===== config.mk =====
export PLATFORM = sky130hd
export DESIGN_NAME = two_stage_tap_burst_sequencer
export DESIGN_NICKNAME = d
export VERILOG_FILES = /design/src/design/tbs_pkg.sv /design/src/design/tbs_cfg_regs.sv /design/src/design/tbs_step.sv /design/src/design/tbs_seq_core.sv /design/src/design/two_stage_tap_burst_sequencer.sv
export SDC_FILE = /design/constraint.sdc
export NUM_CORES = 1
export LEC_CHECK = 0
export BUFFER_PORTS_ARGS = -buffer_cell sky130_fd_sc_hd__buf_2
export CORE_UTILIZATION = 25
export CTS_CLUSTER_DIAMETER = 60
export CTS_CLUSTER_SIZE = 10
export DETAILED_ROUTE_END_ITERATION = 16
export SYNTH_ARGS = -nofsm -noshare
export SYNTH_HDL_FRONTEND = slang
export SYNTH_SLANG_ARGS = --single-unit

===== constraint.sdc =====
create_clock -name clk -period 8.5 [get_ports clk]
set_input_delay 0.85 -clock clk [delete_from_list [all_inputs] [get_ports clk]]
set_output_delay 0.85 -clock clk [all_outputs]
set_load 0.02 [all_outputs]

===== src/design/tbs_pkg.sv =====
// Shared types and constants for the two-stage tap burst sequencer.
package tbs_pkg;

  // Operation codes carried by an input transaction
  localparam logic [1:0] OP_ADVANCE = 2'd0;
  localparam logic [1:0] OP_START   = 2'd1;
  localparam logic [1:0] OP_STOP    = 2'd2;

  // Configuration register indexes
  localparam int unsigned CFG_INDEX_W = 2;
  localparam int unsigned CFG_DATA_W  = 16;
  localparam logic [CFG_INDEX_W-1:0] CFG_FIRST_PULSES  = 2'd0;
  localparam logic [CFG_INDEX_W-1:0] CFG_SECOND_PULSES = 2'd1;
  localparam logic [CFG_INDEX_W-1:0] CFG_PULSE_LEN     = 2'd2;
  localparam logic [CFG_INDEX_W-1:0] CFG_PAUSE_LEN     = 2'd3;

  // Register reset values
  localparam logic [15:0] PULSE_LEN_RESET = 16'd10;
  localparam logic [15:0] PAUSE_LEN_RESET = 16'd1000;

  localparam logic [7:0] COUNT_MAX = 8'hFF;

  typedef struct packed {
    logic [1:0]  operation;
    logic [31:0] now_ms;
  } item_t;

  typedef struct packed {
    logic first_drive;
    logic second_drive;
    logic sequence_done;
    logic busy_res;
    logic in_first_stage;
  } result_t;

  typedef struct packed {
    logic [7:0]  first_stage_pulses;
    logic [7:0]  second_stage_pulses;
    logic [15:0] pulse_length_ms;
    logic [15:0] pause_length_ms;
  } cfg_t;

  typedef struct packed {
    logic        running;
    logic        stage_is_first;
    logic        pulse_high;
    logic [7:0]  pulse_count;
    logic [31:0] phase_begin_ms;
  } seq_state_t;

endpackage


===== src/design/tbs_cfg_regs.sv =====
// Configuration register file for the burst sequencer.
module tbs_cfg_regs (
  input  logic                            clk,
  input  logic                            rst,
  input  logic                            cfg_wr_en,
  input  logic [tbs_pkg::CFG_INDEX_W-1:0] cfg_index,
  input  logic [tbs_pkg::CFG_DATA_W-1:0]  cfg_data,
  output tbs_pkg::cfg_t                   cfg
);
  import tbs_pkg::*;

  // Register writes, no read-back
  always_ff @(posedge clk) begin
    if (rst) begin
      cfg.first_stage_pulses  <= 8'd0;
      cfg.second_stage_pulses <= 8'd0;
      cfg.pulse_length_ms     <= PULSE_LEN_RESET;
      cfg.pause_length_ms     <= PAUSE_LEN_RESET;
    end else if (cfg_wr_en) begin
      unique case (cfg_index)
        CFG_FIRST_PULSES:  cfg.first_stage_pulses  <= cfg_data[7:0];
        CFG_SECOND_PULSES: cfg.second_stage_pulses <= cfg_data[7:0];
        CFG_PULSE_LEN:     cfg.pulse_length_ms     <= cfg_data;
        CFG_PAUSE_LEN:     cfg.pause_length_ms     <= cfg_data;
        default: ;
      endcase
    end
  end

endmodule


===== src/design/tbs_step.sv =====
// Next-state and result logic for one transaction of the burst sequencer.
module tbs_step (
  input  tbs_pkg::cfg_t       cfg,
  input  tbs_pkg::seq_state_t state,
  input  tbs_pkg::item_t      item,
  output tbs_pkg::seq_state_t state_next,
  output tbs_pkg::result_t    result
);
  import tbs_pkg::*;

  logic [31:0] elapsed;
  logic [31:0] phase_limit;
  logic        phase_over;
  logic [7:0]  count_inc;
  logic [7:0]  target;
  logic        any_pulses;
  logic        done;
  logic        high;

  // Wrapping elapsed time against the current phase length
  assign elapsed     = item.now_ms - state.phase_begin_ms;
  assign phase_limit = state.pulse_high ? {16'd0, cfg.pulse_length_ms}
                                        : {16'd0, cfg.pause_length_ms};
  assign phase_over  = (elapsed >= phase_limit);

  // Saturating pulse counter and stage target
  assign count_inc  = (state.pulse_count != COUNT_MAX) ? state.pulse_count + 8'd1
                                                       : state.pulse_count;
  assign target     = state.stage_is_first ? cfg.first_stage_pulses
                                           : cfg.second_stage_pulses;
  assign any_pulses = (cfg.first_stage_pulses != 8'd0) || (cfg.second_stage_pulses != 8'd0);

  // Operation decode and sequence update
  always_comb begin
    state_next = state;
    done       = 1'b0;
    case (item.operation)
      OP_ADVANCE: begin
        if (state.running && phase_over) begin
          state_next.phase_begin_ms = item.now_ms;
          if (!state.pulse_high) begin
            state_next.pulse_high = 1'b1;
          end else begin
            state_next.pulse_high  = 1'b0;
            state_next.pulse_count = count_inc;
            if (count_inc >= target) begin
              if (state.stage_is_first && (cfg.second_stage_pulses != 8'd0)) begin
                state_next.stage_is_first = 1'b0;
                state_next.pulse_count    = 8'd0;
              end else begin
                state_next.running        = 1'b0;
                state_next.stage_is_first = 1'b1;
                done                      = 1'b1;
              end
            end
          end
        end
      end
      OP_START: begin
        state_next.running        = any_pulses;
        state_next.stage_is_first = (cfg.first_stage_pulses != 8'd0) || !any_pulses;
        state_next.pulse_high     = 1'b0;
        state_next.pulse_count    = 8'd0;
        state_next.phase_begin_ms = item.now_ms;
      end
      OP_STOP: begin
        state_next.running    = 1'b0;
        state_next.pulse_high = 1'b0;
      end
      default: ;
    endcase
  end

  // Result fields follow the updated state
  assign high                  = state_next.running && state_next.pulse_high;
  assign result.first_drive    = high && state_next.stage_is_first;
  assign result.second_drive   = high && !state_next.stage_is_first;
  assign result.sequence_done  = done;
  assign result.busy_res       = state_next.running;
  assign result.in_first_stage = state_next.running && state_next.stage_is_first;

endmodule


===== src/design/tbs_seq_core.sv =====
// Input register, sequence state and result register of the burst sequencer.
module tbs_seq_core (
  input  logic              clk,
  input  logic              rst,
  input  tbs_pkg::cfg_t     cfg,
  input  logic              item_valid,
  output logic              item_ready,
  input  tbs_pkg::item_t    item,
  output logic              result_valid,
  input  logic              result_ready,
  output tbs_pkg::result_t  result
);
  import tbs_pkg::*;

  logic       in_valid;
  item_t      in_item;
  seq_state_t state;
  seq_state_t state_next;
  result_t    step_result;
  logic       res_load;
  logic       step_fire;

  // Pipeline handshake: result register frees the input register
  assign res_load   = !result_valid || result_ready;
  assign step_fire  = in_valid && res_load;
  assign item_ready = !in_valid || res_load;

  // Input register
  always_ff @(posedge clk) begin
    if (rst) begin
      in_valid <= 1'b0;
    end else if (item_ready) begin
      in_valid <= item_valid;
    end
  end

  always_ff @(posedge clk) begin
    if (item_ready && item_valid) begin
      in_item <= item;
    end
  end

  tbs_step u_step (
    .cfg        (cfg),
    .state      (state),
    .item       (in_item),
    .state_next (state_next),
    .result     (step_result)
  );

  // Sequence state advances as the transaction moves to the result register
  always_ff @(posedge clk) begin
    if (rst) begin
      state.running        <= 1'b0;
      state.stage_is_first <= 1'b1;
      state.pulse_high     <= 1'b0;
      state.pulse_count    <= 8'd0;
      state.phase_begin_ms <= 32'd0;
    end else if (step_fire) begin
      state <= state_next;
    end
  end

  // Result register
  always_ff @(posedge clk) begin
    if (rst) begin
      result_valid <= 1'b0;
    end else if (res_load) begin
      result_valid <= in_valid;
    end
  end

  always_ff @(posedge clk) begin
    if (step_fire) begin
      result <= step_result;
    end
  end

  // Checks
  a_state_hold: assert property (@(posedge clk) disable iff (rst)
    !step_fire |=> $stable(state))
    else $error("sequence state changed without a transaction");

  a_pulse_needs_run: assert property (@(posedge clk) disable iff (rst)
    !state.running |-> !state.pulse_high)
    else $error("pulse high while sequence idle");

  a_done_ends_run: assert property (@(posedge clk) disable iff (rst)
    result_valid && result.sequence_done |-> !result.busy_res && state.stage_is_first)
    else $error("done reported while sequence still running");

  a_one_drive: assert property (@(posedge clk) disable iff (rst)
    result_valid |-> !(result.first_drive && result.second_drive))
    else $error("both outputs driven at once");

  a_stage_flag: assert property (@(posedge clk) disable iff (rst)
    result_valid && result.in_first_stage |-> result.busy_res && !result.second_drive)
    else $error("first-stage flag inconsistent with busy or drives");

endmodule


===== src/design/two_stage_tap_burst_sequencer.sv =====
// Top level of the two-stage tap burst sequencer.
//
//  Channel  Signals                             Direction  Content
//  item     item_valid/item_ready/item          in         operation, now_ms
//  result   result_valid/result_ready/result    out        drives, done, busy, stage
//  cfg      cfg_wr_en/cfg_index/cfg_data        in         register writes
//
// Each transaction is captured in the input register and then moves on to the
// result register once that register is free; one item is taken per cycle
// while the result side is not stalled.
// The single 32-bit elapsed-time subtract and compare sets the cycle time.
// Reset (rst, synchronous) clears both register stages and the sequence state.
// A stalled result holds the result register, and the input register behind it
// keeps taking a transaction while its own slot is free.
module two_stage_tap_burst_sequencer (
  input  logic                            clk,
  input  logic                            rst,
  input  logic                            item_valid,
  output logic                            item_ready,
  input  tbs_pkg::item_t                  item,
  output logic                            result_valid,
  input  logic                            result_ready,
  output tbs_pkg::result_t                result,
  input  logic                            cfg_wr_en,
  input  logic [tbs_pkg::CFG_INDEX_W-1:0] cfg_index,
  input  logic [tbs_pkg::CFG_DATA_W-1:0]  cfg_data
);
  import tbs_pkg::*;

  cfg_t cfg;

  tbs_cfg_regs u_cfg (
    .clk       (clk),
    .rst       (rst),
    .cfg_wr_en (cfg_wr_en),
    .cfg_index (cfg_index),
    .cfg_data  (cfg_data),
    .cfg       (cfg)
  );

  tbs_seq_core u_core (
    .clk          (clk),
    .rst          (rst),
    .cfg          (cfg),
    .item_valid   (item_valid),
    .item_ready   (item_ready),
    .item         (item),
    .result_valid (result_valid),
    .result_ready (result_ready),
    .result       (result)
  );

endmodule


After elaboration in Yosys (flattened, before gate mapping)
Cells that the tools add are included.
- bits in registers: 132
- bits in latches: 0
- bits in writable memories: 0
- memory bits (read-only): 0
- output and inout bits: 7
- logic and storage cells: 75
- memories: 0
- $add $sub $neg: 2
- multipliers: 0
- div/mod/pow operators: 0
- order comparisons: 2
- equal/unequal tests: 8
- shifts and indexed selects: 0
- mux-type cells: 16
- bitwise logic cells: 0
- reductions and logical operators: 29
- operators by type and width (operator ; count):
    $pmux 40 s2 ; 1
    $mux 43 ; 1
    $mux 8 ; 5
    $ge 32x16->1 ; 1
    $sub 32x32->32 ; 1
    $mux 16 ; 1
    $reduce_bool 8->1 ; 2
    $add 8x1->8 const B ; 1
    $ge 8x8->1 ; 1
    $logic_and 1x1->1 ; 8
    $ne 8x8->1 const B ; 1
    $reduce_and 2->1 ; 4
    $reduce_and 4->1 ; 2
    $eq 2x2->1 const B ; 3
    $eq 2x1->1 const B ; 2
    $logic_not 1->1 ; 4
    $logic_not 2->1 ; 2
    $logic_or 1x1->1 ; 4
    $mux 2 ; 2
    $pmux 1 s2 ; 2
    $mux 1 ; 3
    $pmux 1 s3 ; 1
    $reduce_and 3->1 ; 1
    $ne 2x1->1 const B ; 1
    3 further kinds ; 3

Depth between registers and ports, before layout
Gate-level depths: netlist of run 1.
- depth after elaboration: 9
- mapped depth: 21
- gate-level depth less buffers: 20

Hierarchy
From an unflattened synthesis of run 1, not the netlist that was laid out.
- cells, all modules: 990
- area, all modules: 9212.6 µm²
- by module, submodules not included (module ; times used ; cells each ; area each (µm²)):
    tbs_step ; 1 ; 567 ; 4063.9
    tbs_seq_core ; 1 ; 235 ; 3175.5
    tbs_cfg_regs ; 1 ; 188 ; 1973.1

Least setup slack after synthesis of run 1
Ideal clock, no wire load.
- kind: register to register
- start: reg u_core.in_item[0] (netlist name)
- end: reg, netlist name u_core.result[3]
- library setup time: 167 ps
- data arrival time: 4000 ps
- slack: 4333 ps
- stages on the path, launching flop included: 21
- path buffers: 0
- clock period less this slack: 4167 ps
- path through: edfxtp_1 inv_1 ha_1 fa_1 nand2b_1 a21oi_1 o21ai_0 o21bai_1 a21oi_1 xnor2_1 ha_1 a21o_1 a21oi_1 nor2_1 nor4_1 nand4_1 nor4_2 nand4_4 a311oi_2 a21oi_1 a211oi_1
- RTL lines (element ; line ; RTL):
    start, declared ; tbs_seq_core.sv:16 ; item_t in_item;
    start signal, assigned ; tbs_seq_core.sv:39 ; in_item <= item;

Worst setup path after layout of run 1
- start: reg u_core.in_item[8] (netlist name)
- end: reg, netlist name u_core.state[16]
- cells in the longest elaborated chain, start to end: 5
- ends and longest elaborated chain (element ; line ; RTL):
    $sub 32x32->32 ; tbs_step.sv:21 ; assign elapsed = item.now_ms - state.phase_begin_ms;
    $ge 32x16->1 ; tbs_step.sv:24 ; assign phase_over = (elapsed >= phase_limit);
    $logic_and 1x1->1 ; tbs_step.sv:39 ; if (state.running && phase_over) begin
    $ne 2x2->1 (no source line) ; n/a ;
    $reduce_and 3->1 (no source line) ; n/a ;
No other way between the ends.
A chain may end at the register's enable or synchronous reset.

==> reports/metrics.cfg, run 1 <==
[status]
outcome=finished, final reports clean

[setup_path]
worst-setup-path-type=flop to flop
cp_slowest_stage_delay_ps=400
crit_required_ps=8780
crit_top_cell=o21ai_0
end_kind=flop
critPathMaxFanout=32
critPathLaunchType=flop
arrival_ps=5060
cp_slowest_cell=edfxtp_1
cp_cell_sequence=ha_1 -> a21oi_1 -> o21ai_0 -> and3_1 -> nor3_1 -> o21ai_0 -> xor2_1 -> ha_1 -> a21oi_1 -> nor2b_1 -> o21ai_0 -> o221ai_1 -> nor4_1 -> nand4_1 -> nor4_2 -> nand4_4 -> nand2_2 -> a21boi_4 -> buf_4 -> mux2i_1

[synthesis]
synthCells=931
synth_top_area_frac=0.2324
synth_area_leaders=dfxtp_1 (23%), edfxtp_1 (15%), mux2i_1 (9.4%)
yosysWarnings=0
synth_flop_cell=dfxtp_1
synth_seq_area_share=0.3786
synthArstFlopShare=0
synth_nets=1045
synth_area_mm2=0.008010
ys_types=68
synth_seq_cells=132
synth.largest_area_cell=dfxtp_1
syn_area_per_cell_um2=8.604
synth_edf_count=39

[timing]
period_minus_slack_ps=4781
rsz0062_at_grt=no
setup_ws_ps=3719
post-route-period-util=0.5625
worst_slew_pin_slew_ps=1274
fmax_mhz=209.2
maxSlewViolCount=0
clock_skew_ps=12.02
finalHoldViolations=0
slew-limit-headroom=0.1472
setup_viol=0
holdWs_ps=450.9
tns_ps=0

[placed_design]
dp_slack_ps=3716
gp_congestion=0.8798
dp.final_hpwl_um=14540
io_buffer_count=63

[route]
wl_per_cell_um=14.27
drc=0
first_pass_iters=4
vias=6645
drtIter0Drc=335
postRouteAntennaNets=0
wirelength_um=19800
drt-vias-per-instance=4.787

[floorplanning]
dieArea_mm2=0.03276
floorplan.initialDensity=0.2538
die_width_um=181
rows=65
pin_count=64
core_area_mm2=0.03156
die_h_um=181

[pwr]
leakagePower_nw=3.589
cellPowerDensity_mw_per_mm2=180.0
p_total_w=0.001666
vdd_drop_max_mv=0.1345

[clocking]
clk_pin_slew_ps=60
cts_resized=0
clock-sinks=132
clockBufferDepth=2
postCtsHoldBufs=0
htreeDepth=4
cts_buffers=17
cts_tree=built
clock_latency_ps=420
post_cts_buffers=0
cts_root_buf=clkbuf_16

[cells_and_area]
nFillCells=3324
fin_nets=1087
final_util=0.2932
num_antenna_cells=0
drive_above_1_share=0.1237
area_delta_synth_final_pct=15.51

[grt]
antenna_found_initial=0
grt_max_degree=51
grt_usage=0.1262
grt-ovfl-total=0
grt_pass1_wl_um=32980
grt_pass1_vias=6522

[worst_hold_path]
hold_class=flop to flop

[flow_run]
maxCapViolations=0

## flip-flops by register name (all words and copies together), names as in the netlist
register / flops
u_core.in_item: 34
u_cfg.cfg: 48
u_core.result: 5
u_core.result_valid: 1
u_core.state: 43
u_core.in_valid: 1
## final cells by class
| cell class | count | area, µm² | area share |
|---|---|---|---|
| repair buffers | 67 | 345.3 | 0.03732 |
| clock buffers | 18 | 450.4 | 0.04868 |
| well taps | 402 | 503.0 | 0.05436 |
| clock inverters | 14 | 132.6 | 0.01433 |
| flip-flops and latches | 132 | 3033 | 0.3278 |
| multi-input cells | 708 | 4612 | 0.4984 |
| inverters | 47 | 176.4 | 0.01907 |
## kinds of logic after synthesis
kind of cell / after synthesis / synth area share
compound gates: 190 / 0.1546
fa+ha+maj: 57 / 0.08997
buf+inv: 91 / 0.04670
mux: 81 / 0.1022
xor+xnor: 18 / 0.01968
simple gates: 362 / 0.2082
flops: 132 / 0.3786
## per-stage QoR
step / instance area (µm²) / std cells
global route: 9253 / 1388
finish: 9253 / 1388
global placement: 8670 / 1356
detailed placement: 8670 / 1356
floorplan: 8010 / 931
CTS: 9253 / 1388
## critical path: cells and delay by family, from the launching register on
family                     cells  cell delay (ps)
buffers and inverters          1              310
muxes                          1              190
AOI/OAI and AO/OA              7              990
and+or+nand+nor                8             1840
xor gates and xnor gates       1              180
DFF                            1              400
adders and majority gates      2              710
## layout by cell type, fill, tap and decap left out, types with 4 or more instances in the layout
cell       count
nand2b_1       8
or3_1          6
nor3_1        13
a31oi_1        5
xnor2_1       12
buf_4          4
inv_8          4
o211ai_1       7
and3_1         8
nand3_1       26
edfxtp_1      39
a21o_1        20
a21oi_1       72
o21a_1        13
inv_1         46
mux2_2         6
a211oi_1       6
nand4_1       17
nor2_1        64
inv_6          4
ha_1          56
and2_1         5
nand2_1      180
xor2_1         6
clkbuf_16     18
buf_2         63
o21ai_0       23
or2_2          4
dfxtp_1       93
nor2b_1        6
mux2i_1       75
nor4_1         9
## Yosys cell counts (4+ instances only)
| cell type | count |
|---|---|
| edfxtp_1 | 39 |
| nand4_1 | 17 |
| and2_1 | 6 |
| buf_1 | 5 |
| a21oi_1 | 72 |
| o211ai_1 | 7 |
| dfxtp_1 | 93 |
| and3_1 | 8 |
| nor2b_1 | 6 |
| xor2_1 | 6 |
| nor4_1 | 9 |
| o21ai_0 | 23 |
| a211oi_1 | 6 |
| inv_1 | 47 |
| mux2_2 | 6 |
| xnor2_1 | 12 |
| ha_1 | 56 |
| a21o_1 | 20 |
| buf_2 | 7 |
| nand3_1 | 26 |
| or3_1 | 6 |
| a31oi_1 | 5 |
| o21a_1 | 13 |
| mux2i_1 | 75 |
| nand2b_1 | 8 |
| nand2_1 | 180 |
| nor3_1 | 13 |
| nor2_1 | 64 |
| or2_2 | 4 |
| clkbuf_1 | 28 |
## path summary, 6_finish.rpt
kind                     startpoint                to  slack [ps]  cells after the start
hold reg to reg       u_cfg.cfg[16]     u_cfg.cfg[16]         450                      2
hold / removal        u_cfg.cfg[16]     u_cfg.cfg[16]         450                      2
setup reg to reg  u_core.in_item[8]  u_core.state[16]        3720                     20
setup / recovery  u_core.in_item[8]  u_core.state[16]        3720                     20
## where the power goes
part	internal [W]	total [W]	switching (W)
Sequential	0.000673	0.000689	0.0000159
Combinational	0.0000993	0.000252	0.000152
Clock	0.000405	0.000725	0.000320
## layer usage
layer | wire length (µm) | share of wire | track usage
met1 | 9357 | 0.47 | 0.1600
met2 | 9363 | 0.47 | 0.2103
met3 | 789 | 0.040 | 0.03064
met4 | 290 | 0.015 | 0.03898
met5 | 0 | 0 | 0
No activity file was read; power rests on OpenSTA's default activity.
==> inputs of run 2 (changes only) <==
Clock period 8.5 ns to 4.9 ns, I/O delays scaled along.
==> run 2 against run 1 <==
  * Sequential power is 73% higher
  * Via count is 0.33% higher
  * Total power is 77% higher
  * First-iteration DRC count is 15% higher
  * Sequential share of layout area is 0.43 points lower
  * Fmax is 5.5% higher
  * Sequential cell count stayed put
==> reports/metrics.cfg, run 2 (same netlist as run 1, synthesis figures left out) <==
[pwr]
vdd_drop_max_mv=0.2441  ; was 0.1345 mV
cellPowerDensity_mw_per_mm2=314.3  ; was 180.0 mW/mm²
leakagePower_nw=3.636  ; was 3.589 nW

[setup_path]
reg2reg_to=u_core.state[39]  ; was u_core.state[16]
worst-setup-path-type=flop to flop  ; unchanged
timing.rr.start=u_core.in_item[3]  ; was u_core.in_item[8]
critPathTopFamily=simple AND/OR/NAND/NOR gates  ; unchanged
crit_required_ps=5270  ; was 8780 ps
end_kind=flop  ; unchanged
cp_slowest_stage_delay_ps=450  ; was 400 ps
critPathLaunchType=flop  ; unchanged
cp_cell_sequence=ha_2 -> a21o_1 -> a21oi_2 -> a21oi_2 -> buf_4 -> o21a_1 -> or3_4 -> xor2_1 -> ha_1 -> nand4_1 -> nor2_1 -> nor4_1 -> nand4_1 -> nor4_4 -> nand4_4 -> buf_4 -> a211oi_2 -> a22o_1  ; was ha_1 -> a21oi_1 -> o21ai_0 -> and3_1 -> nor3_1 -> o21ai_0 -> xor2_1 -> ha_1 -> a21oi_1 -> nor2b_1 -> o21ai_0 -> o221ai_1 -> nor4_1 -> nand4_1 -> nor4_2 -> nand4_4 -> nand2_2 -> a21boi_4 -> buf_4 -> mux2i_1
arrival_ps=4900  ; was 5060 ps
worst-path-buf-inv=2  ; was 1
critPathMaxFanout=8  ; was 32
cp_slowest_cell=a211oi_2  ; was edfxtp_1
ff2ff_path_depth=18  ; was 20
r2r_slack_ps=370  ; was 3720 ps

[route]
postRouteAntennaNets=0  ; unchanged
drt-vias-per-instance=4.783  ; was 4.787
first_pass_iters=7  ; was 4
vias=6667  ; was 6645
wirelength_um=19980  ; was 19800 µm
drc=0  ; unchanged
drtIter0Drc=385  ; was 335
wl_per_cell_um=14.34  ; was 14.27 µm

[timing]
clock_skew_ps=14.35  ; was 12.02 ps
setup_ws_ps=367.5  ; was 3719 ps
setup_viol=0  ; unchanged
worst_slew_pin_slew_ps=1227  ; was 1274 ps
period_minus_slack_ps=4533  ; was 4781 ps
rsz0062_at_grt=no  ; unchanged
slew-limit-headroom=0.1793  ; was 0.1472
maxSlewViolCount=0  ; unchanged
tns_ps=0  ; unchanged
post-route-period-util=0.9250  ; was 0.5625
fmax_mhz=220.6  ; was 209.2 MHz
finalHoldViolations=0  ; unchanged

[grt]
grt_pass1_wl_um=33240  ; was 32980 µm
grt-ovfl-total=0  ; unchanged
antenna_found_initial=0  ; unchanged
grt_pass1_vias=6535  ; was 6522
grt_usage=0.1261  ; was 0.1262
grt_max_degree=51  ; unchanged

[worst_hold_path]
worstHoldEndpoint=u_core.in_item[33]  ; was u_cfg.cfg[16]
min_from=item[33]  ; was u_cfg.cfg[16]
hold_class=input port to flop  ; was flop to flop
holdPathStages=1  ; was 2

[floorplanning]
dieArea_mm2=0.03276  ; unchanged
rows=65  ; unchanged
floorplan.initialDensity=0.2538  ; unchanged
pin_count=64  ; unchanged
core_area_mm2=0.03156  ; unchanged
die_h_um=181  ; unchanged
die_width_um=181  ; unchanged

[cells_and_area]
fin_nets=1093  ; was 1087
drive_above_1_share=0.1381  ; was 0.1237
nFillCells=3347  ; was 3324
num_antenna_cells=0  ; unchanged
area_delta_synth_final_pct=17.04  ; was 15.51%
final_common_cell=nand2_1  ; unchanged
seqCellArea_mm2=0.003033  ; unchanged
multi_input_area_mm2=0.004657  ; was 0.004612 mm²
fin_area_mm2=0.009375  ; was 0.009253 mm²
mostFrequentLayoutCells=nand2_1 (180), dfxtp_1 (93), mux2i_1 (75)  ; unchanged
largest_register_ffs=48  ; unchanged
top_register=u_cfg.cfg  ; unchanged
reg.largest.list=u_cfg.cfg x48, u_core.state x43, u_core.in_item x34  ; unchanged

[status]
outcome=finished, final reports clean  ; unchanged

[clocking]
htreeDepth=4  ; unchanged
clockBufferDepth=2  ; unchanged
cts_buffers=17  ; unchanged
clock_latency_ps=420  ; about the same
clock-sinks=132  ; unchanged
clk_pin_slew_ps=70  ; was 60 ps
cts_root_buf=clkbuf_16  ; unchanged
cts_tree=built  ; unchanged

[flow_run]
maxCapViolations=0  ; unchanged

[placed_design]
post_dp_cell_area_mm2=0.008690  ; was 0.008670 mm²
io_buffer_count=63  ; unchanged
gp_congestion=0.8862  ; was 0.8798
dp.final_hpwl_um=14660  ; was 14540 µm
dp_slack_ps=268.7  ; was 3716 ps

==> run 2: what timing repair did <==
action                                  CTS  global route
endpoints found under the setup margin    0            43
hold buffers                              0             0
buffers inserted                          0             5
resized for setup                         0            13
==> run 2: worst max-delay path by stage <==
stage,start,to,slack [ps],cells past startpoint
2_1_floorplan,u_core.in_item[0],u_core.result[3],730,20
3_3_place_gp,u_core.in_item[0],u_core.result[4],350,20
3_5_place_dp,u_core.in_item[8],u_core.result[4],270,19
4_1_cts,u_core.in_item[8],u_core.result[4],260,19
5_1_grt,u_core.in_item[1],u_core.result[4],1,19
6_report,u_core.in_item[3],u_core.state[39],370,18
==> run 2: cell type report <==
class / instances / area share
multi-input cells: 708 / 0.4967
flip-flops and latches: 132 / 0.3235
well taps: 402 / 0.05365
clock buffers: 17 / 0.04538
repair buffers: 73 / 0.04297
clock inverters: 15 / 0.01895
inverters: 47 / 0.01882
==> run 2: power by group <==
| part | leakage [nW] | internal (W) | switching [W] |
|---|---|---|---|
| clock | 0.300 | 0.000734 | 0.000572 |
| sequential | 1.14 | 0.00117 | 0.0000251 |
| combinational | 2.20 | 0.000177 | 0.000271 |
==> run 2: layer usage <==
layer,up-vias,track usage,share of wire
li1,3405,-,-
met1,3105,0.1630,0.47
met2,145,0.2085,0.47
met3,12,0.02903,0.046
met4,0,0.03729,0.015
met5,-,0,0
==> run 2: metrics by stage <==
stage               instances  power [W]    util  hold WS [ps]
finish                   1394   0.002946  0.2971         242.5
global route             1394   0.003093  0.2971         225.6
CTS                      1389   0.002980  0.2945         224.4
detailed placement       1357   0.001658  0.2754         446.3
global placement         1357   0.001651  0.2754         440.7
floorplan                 931   0.001530       -         432.9
==> inputs of run 3 (changes only) <==
Settings changed: CORE_MARGIN set to 2, CTS_BUF_LIST set to sky130_fd_sc_hd__clkbuf_4 sky130_fd_sc_hd__clkbuf_8.
==> run 3 against run 2 <==
  * Clock power is 21% lower
  * Wire length is 2.8% lower
  * Clock skew is 3.0 ps higher
  * First-iteration DRC count is 21% lower
  * Sequential cell count stayed put
  * Sequential share of layout area is 0.65 points higher
==> reports/metrics.cfg, run 3 (same netlist as run 1, synthesis figures left out) <==
[grt]
grt-ovfl-total=0  ; unchanged
grt_pass1_vias=6358  ; was 6535
grt_usage=0.1187  ; was 0.1261
grt_max_degree=51  ; unchanged
antenna_found_initial=0  ; unchanged
grt_pass1_wl_um=32180  ; was 33240 µm

[timing]
post-route-period-util=0.9313  ; was 0.9250
setup_viol=0  ; unchanged
period_minus_slack_ps=4563  ; was 4533 ps
rsz0062_at_grt=no  ; unchanged
finalHoldViolations=0  ; unchanged
slew-limit-headroom=0.4212  ; was 0.1793
maxSlewViolCount=0  ; unchanged
clock_skew_ps=17.38  ; was 14.35 ps
fmax_mhz=219.1  ; was 220.6 MHz
worst_slew_pin_slew_ps=868.2  ; was 1227 ps
tns_ps=0  ; unchanged

[setup_path]
critPathMaxFanout=8  ; unchanged
critPathLaunchType=flop  ; unchanged
crit_required_ps=5180  ; was 5270 ps
worst-setup-path-type=flop to flop  ; unchanged
arrival_ps=4840  ; was 4900 ps
ff2ff_path_depth=18  ; unchanged
r2r_slack_ps=340  ; was 370 ps
end_kind=flop  ; unchanged

[cells_and_area]
reg.largest.list=u_cfg.cfg x48, u_core.state x43, u_core.in_item x34  ; unchanged
fin_nets=1092  ; was 1093
final_util=0.2912  ; was 0.2971
mostFrequentLayoutCells=nand2_1 (180), dfxtp_1 (93), mux2i_1 (75)  ; unchanged
area_delta_synth_final_pct=14.73  ; was 17.04%
top_register=u_cfg.cfg  ; unchanged
final_common_cell=nand2_1  ; unchanged
largest_register_ffs=48  ; unchanged
num_antenna_cells=0  ; unchanged
drive_above_1_share=0.1342  ; was 0.1381

[route]
postRouteAntennaNets=0  ; unchanged
vias=6662  ; was 6667
drtIter0Drc=305  ; was 385
wirelength_um=19420  ; was 19980 µm
first_pass_iters=5  ; was 7
wl_per_cell_um=13.94  ; was 14.34 µm
drc=0  ; unchanged
drt-vias-per-instance=4.782  ; was 4.783

[clocking]
htreeDepth=4  ; unchanged
clock-sinks=132  ; unchanged
cts_buffers=17  ; unchanged
clockBufferDepth=2  ; unchanged
clock_latency_ps=460  ; was 420 ps
clk_pin_slew_ps=90  ; was 70 ps
cts_tree=built  ; unchanged
cts_root_buf=clkbuf_8  ; was clkbuf_16

[floorplanning]
die_width_um=183  ; was 181 µm
rows=65  ; unchanged
floorplan.initialDensity=0.2538  ; unchanged
die_h_um=183  ; was 181 µm
dieArea_mm2=0.03349  ; was 0.03276 mm²
core_area_mm2=0.03156  ; unchanged
pin_count=64  ; unchanged

[placed_design]
io_buffer_count=63  ; unchanged
gp_congestion=0.8569  ; was 0.8862
dp.final_hpwl_um=14440  ; was 14660 µm

[pwr]
cellPowerDensity_mw_per_mm2=291.3  ; was 314.3 mW/mm²
vdd_drop_max_mv=0.1578  ; was 0.2441 mV
leakagePower_nw=3.555  ; was 3.636 nW

[flow_run]
maxCapViolations=0  ; unchanged

[worst_hold_path]
hold_class=input port to flop  ; unchanged
holdPathStages=1  ; unchanged

[status]
outcome=finished, final reports clean  ; unchanged

## run 3: cell types whose count changed in the layout (fill, tap and decap cells not counted), sizes merged
cell,before,now
bufinv,1,3
clkinv,3,1
buf,73,72
## run 3: area by class of cell
type | count | area, µm²
clock buffers | 17 | 234.0
clock inverters | 15 | 205.2
fillers | 3374 | 22370
inverters | 47 | 176.4
multi-input cells | 708 | 4643
flip-flops and latches | 132 | 3033
well taps | 402 | 503.0
repair buffers | 72 | 395.4
## run 3: path summary, 6_finish.rpt
path	start	to
max	u_core.in_item[3]	u_core.result[3]
min	item[29]	u_core.in_item[29]
max reg2reg	u_core.in_item[3]	u_core.result[3]
min reg2reg	u_cfg.cfg[20]	u_cfg.cfg[20]
## run 3: what timing repair did
item / CTS / global route
hold buffers: 0 / 0
gates resized for setup: 0 / 8
buffers inserted: 0 / 2
setup endpoints to repair: 0 / 38
## run 3: power by group
part           internal, W  switching (W)
clock             0.000529       0.000513
sequential         0.00117      0.0000255
combinational     0.000176       0.000267
total              0.00187       0.000806
## run 3: routing by layer
| metal | wire, µm | up-vias | GRT usage |
|---|---|---|---|
| met4 | 221 | 0 | 0.03136 |
| li1 | - | 3399 | - |
| met1 | 9370 | 3123 | 0.1569 |
| met5 | 0 | - | 0 |
| met3 | 871 | 12 | 0.02581 |
| met2 | 8957 | 128 | 0.1961 |
## run 3: critical path, stage by stage, from the launching register on
cell and delay (ps):
edfxtp_1 400, ha_1 370, a21o_1 210, a21oi_2 180
a21oi_2 100, buf_4 150, o21a_1 200, or3_4 410
xor2_1 160, ha_1 310, nand4_1 110, nor2_1 60
nor4_1 280, nand4_1 200, nor4_4 300, nand4_4 220
a311oi_2 340, a21oi_1 160, a211oi_1 250
## run 3: metrics by stage
stage	instance area [µm²]	hold slack, ps	worst slack, ps	instances	power [W]
detailed placement	8705	446.1	231.7	1359	0.001656
CTS	9144	184.2	203.5	1391	0.002705
finish	9190	208.8	336.5	1393	0.002677
floorplan	8010	432.9	733.2	931	0.001530
global placement	8705	439.3	364.7	1359	0.001648
global route	9190	177.6	5.224	1393	0.002814
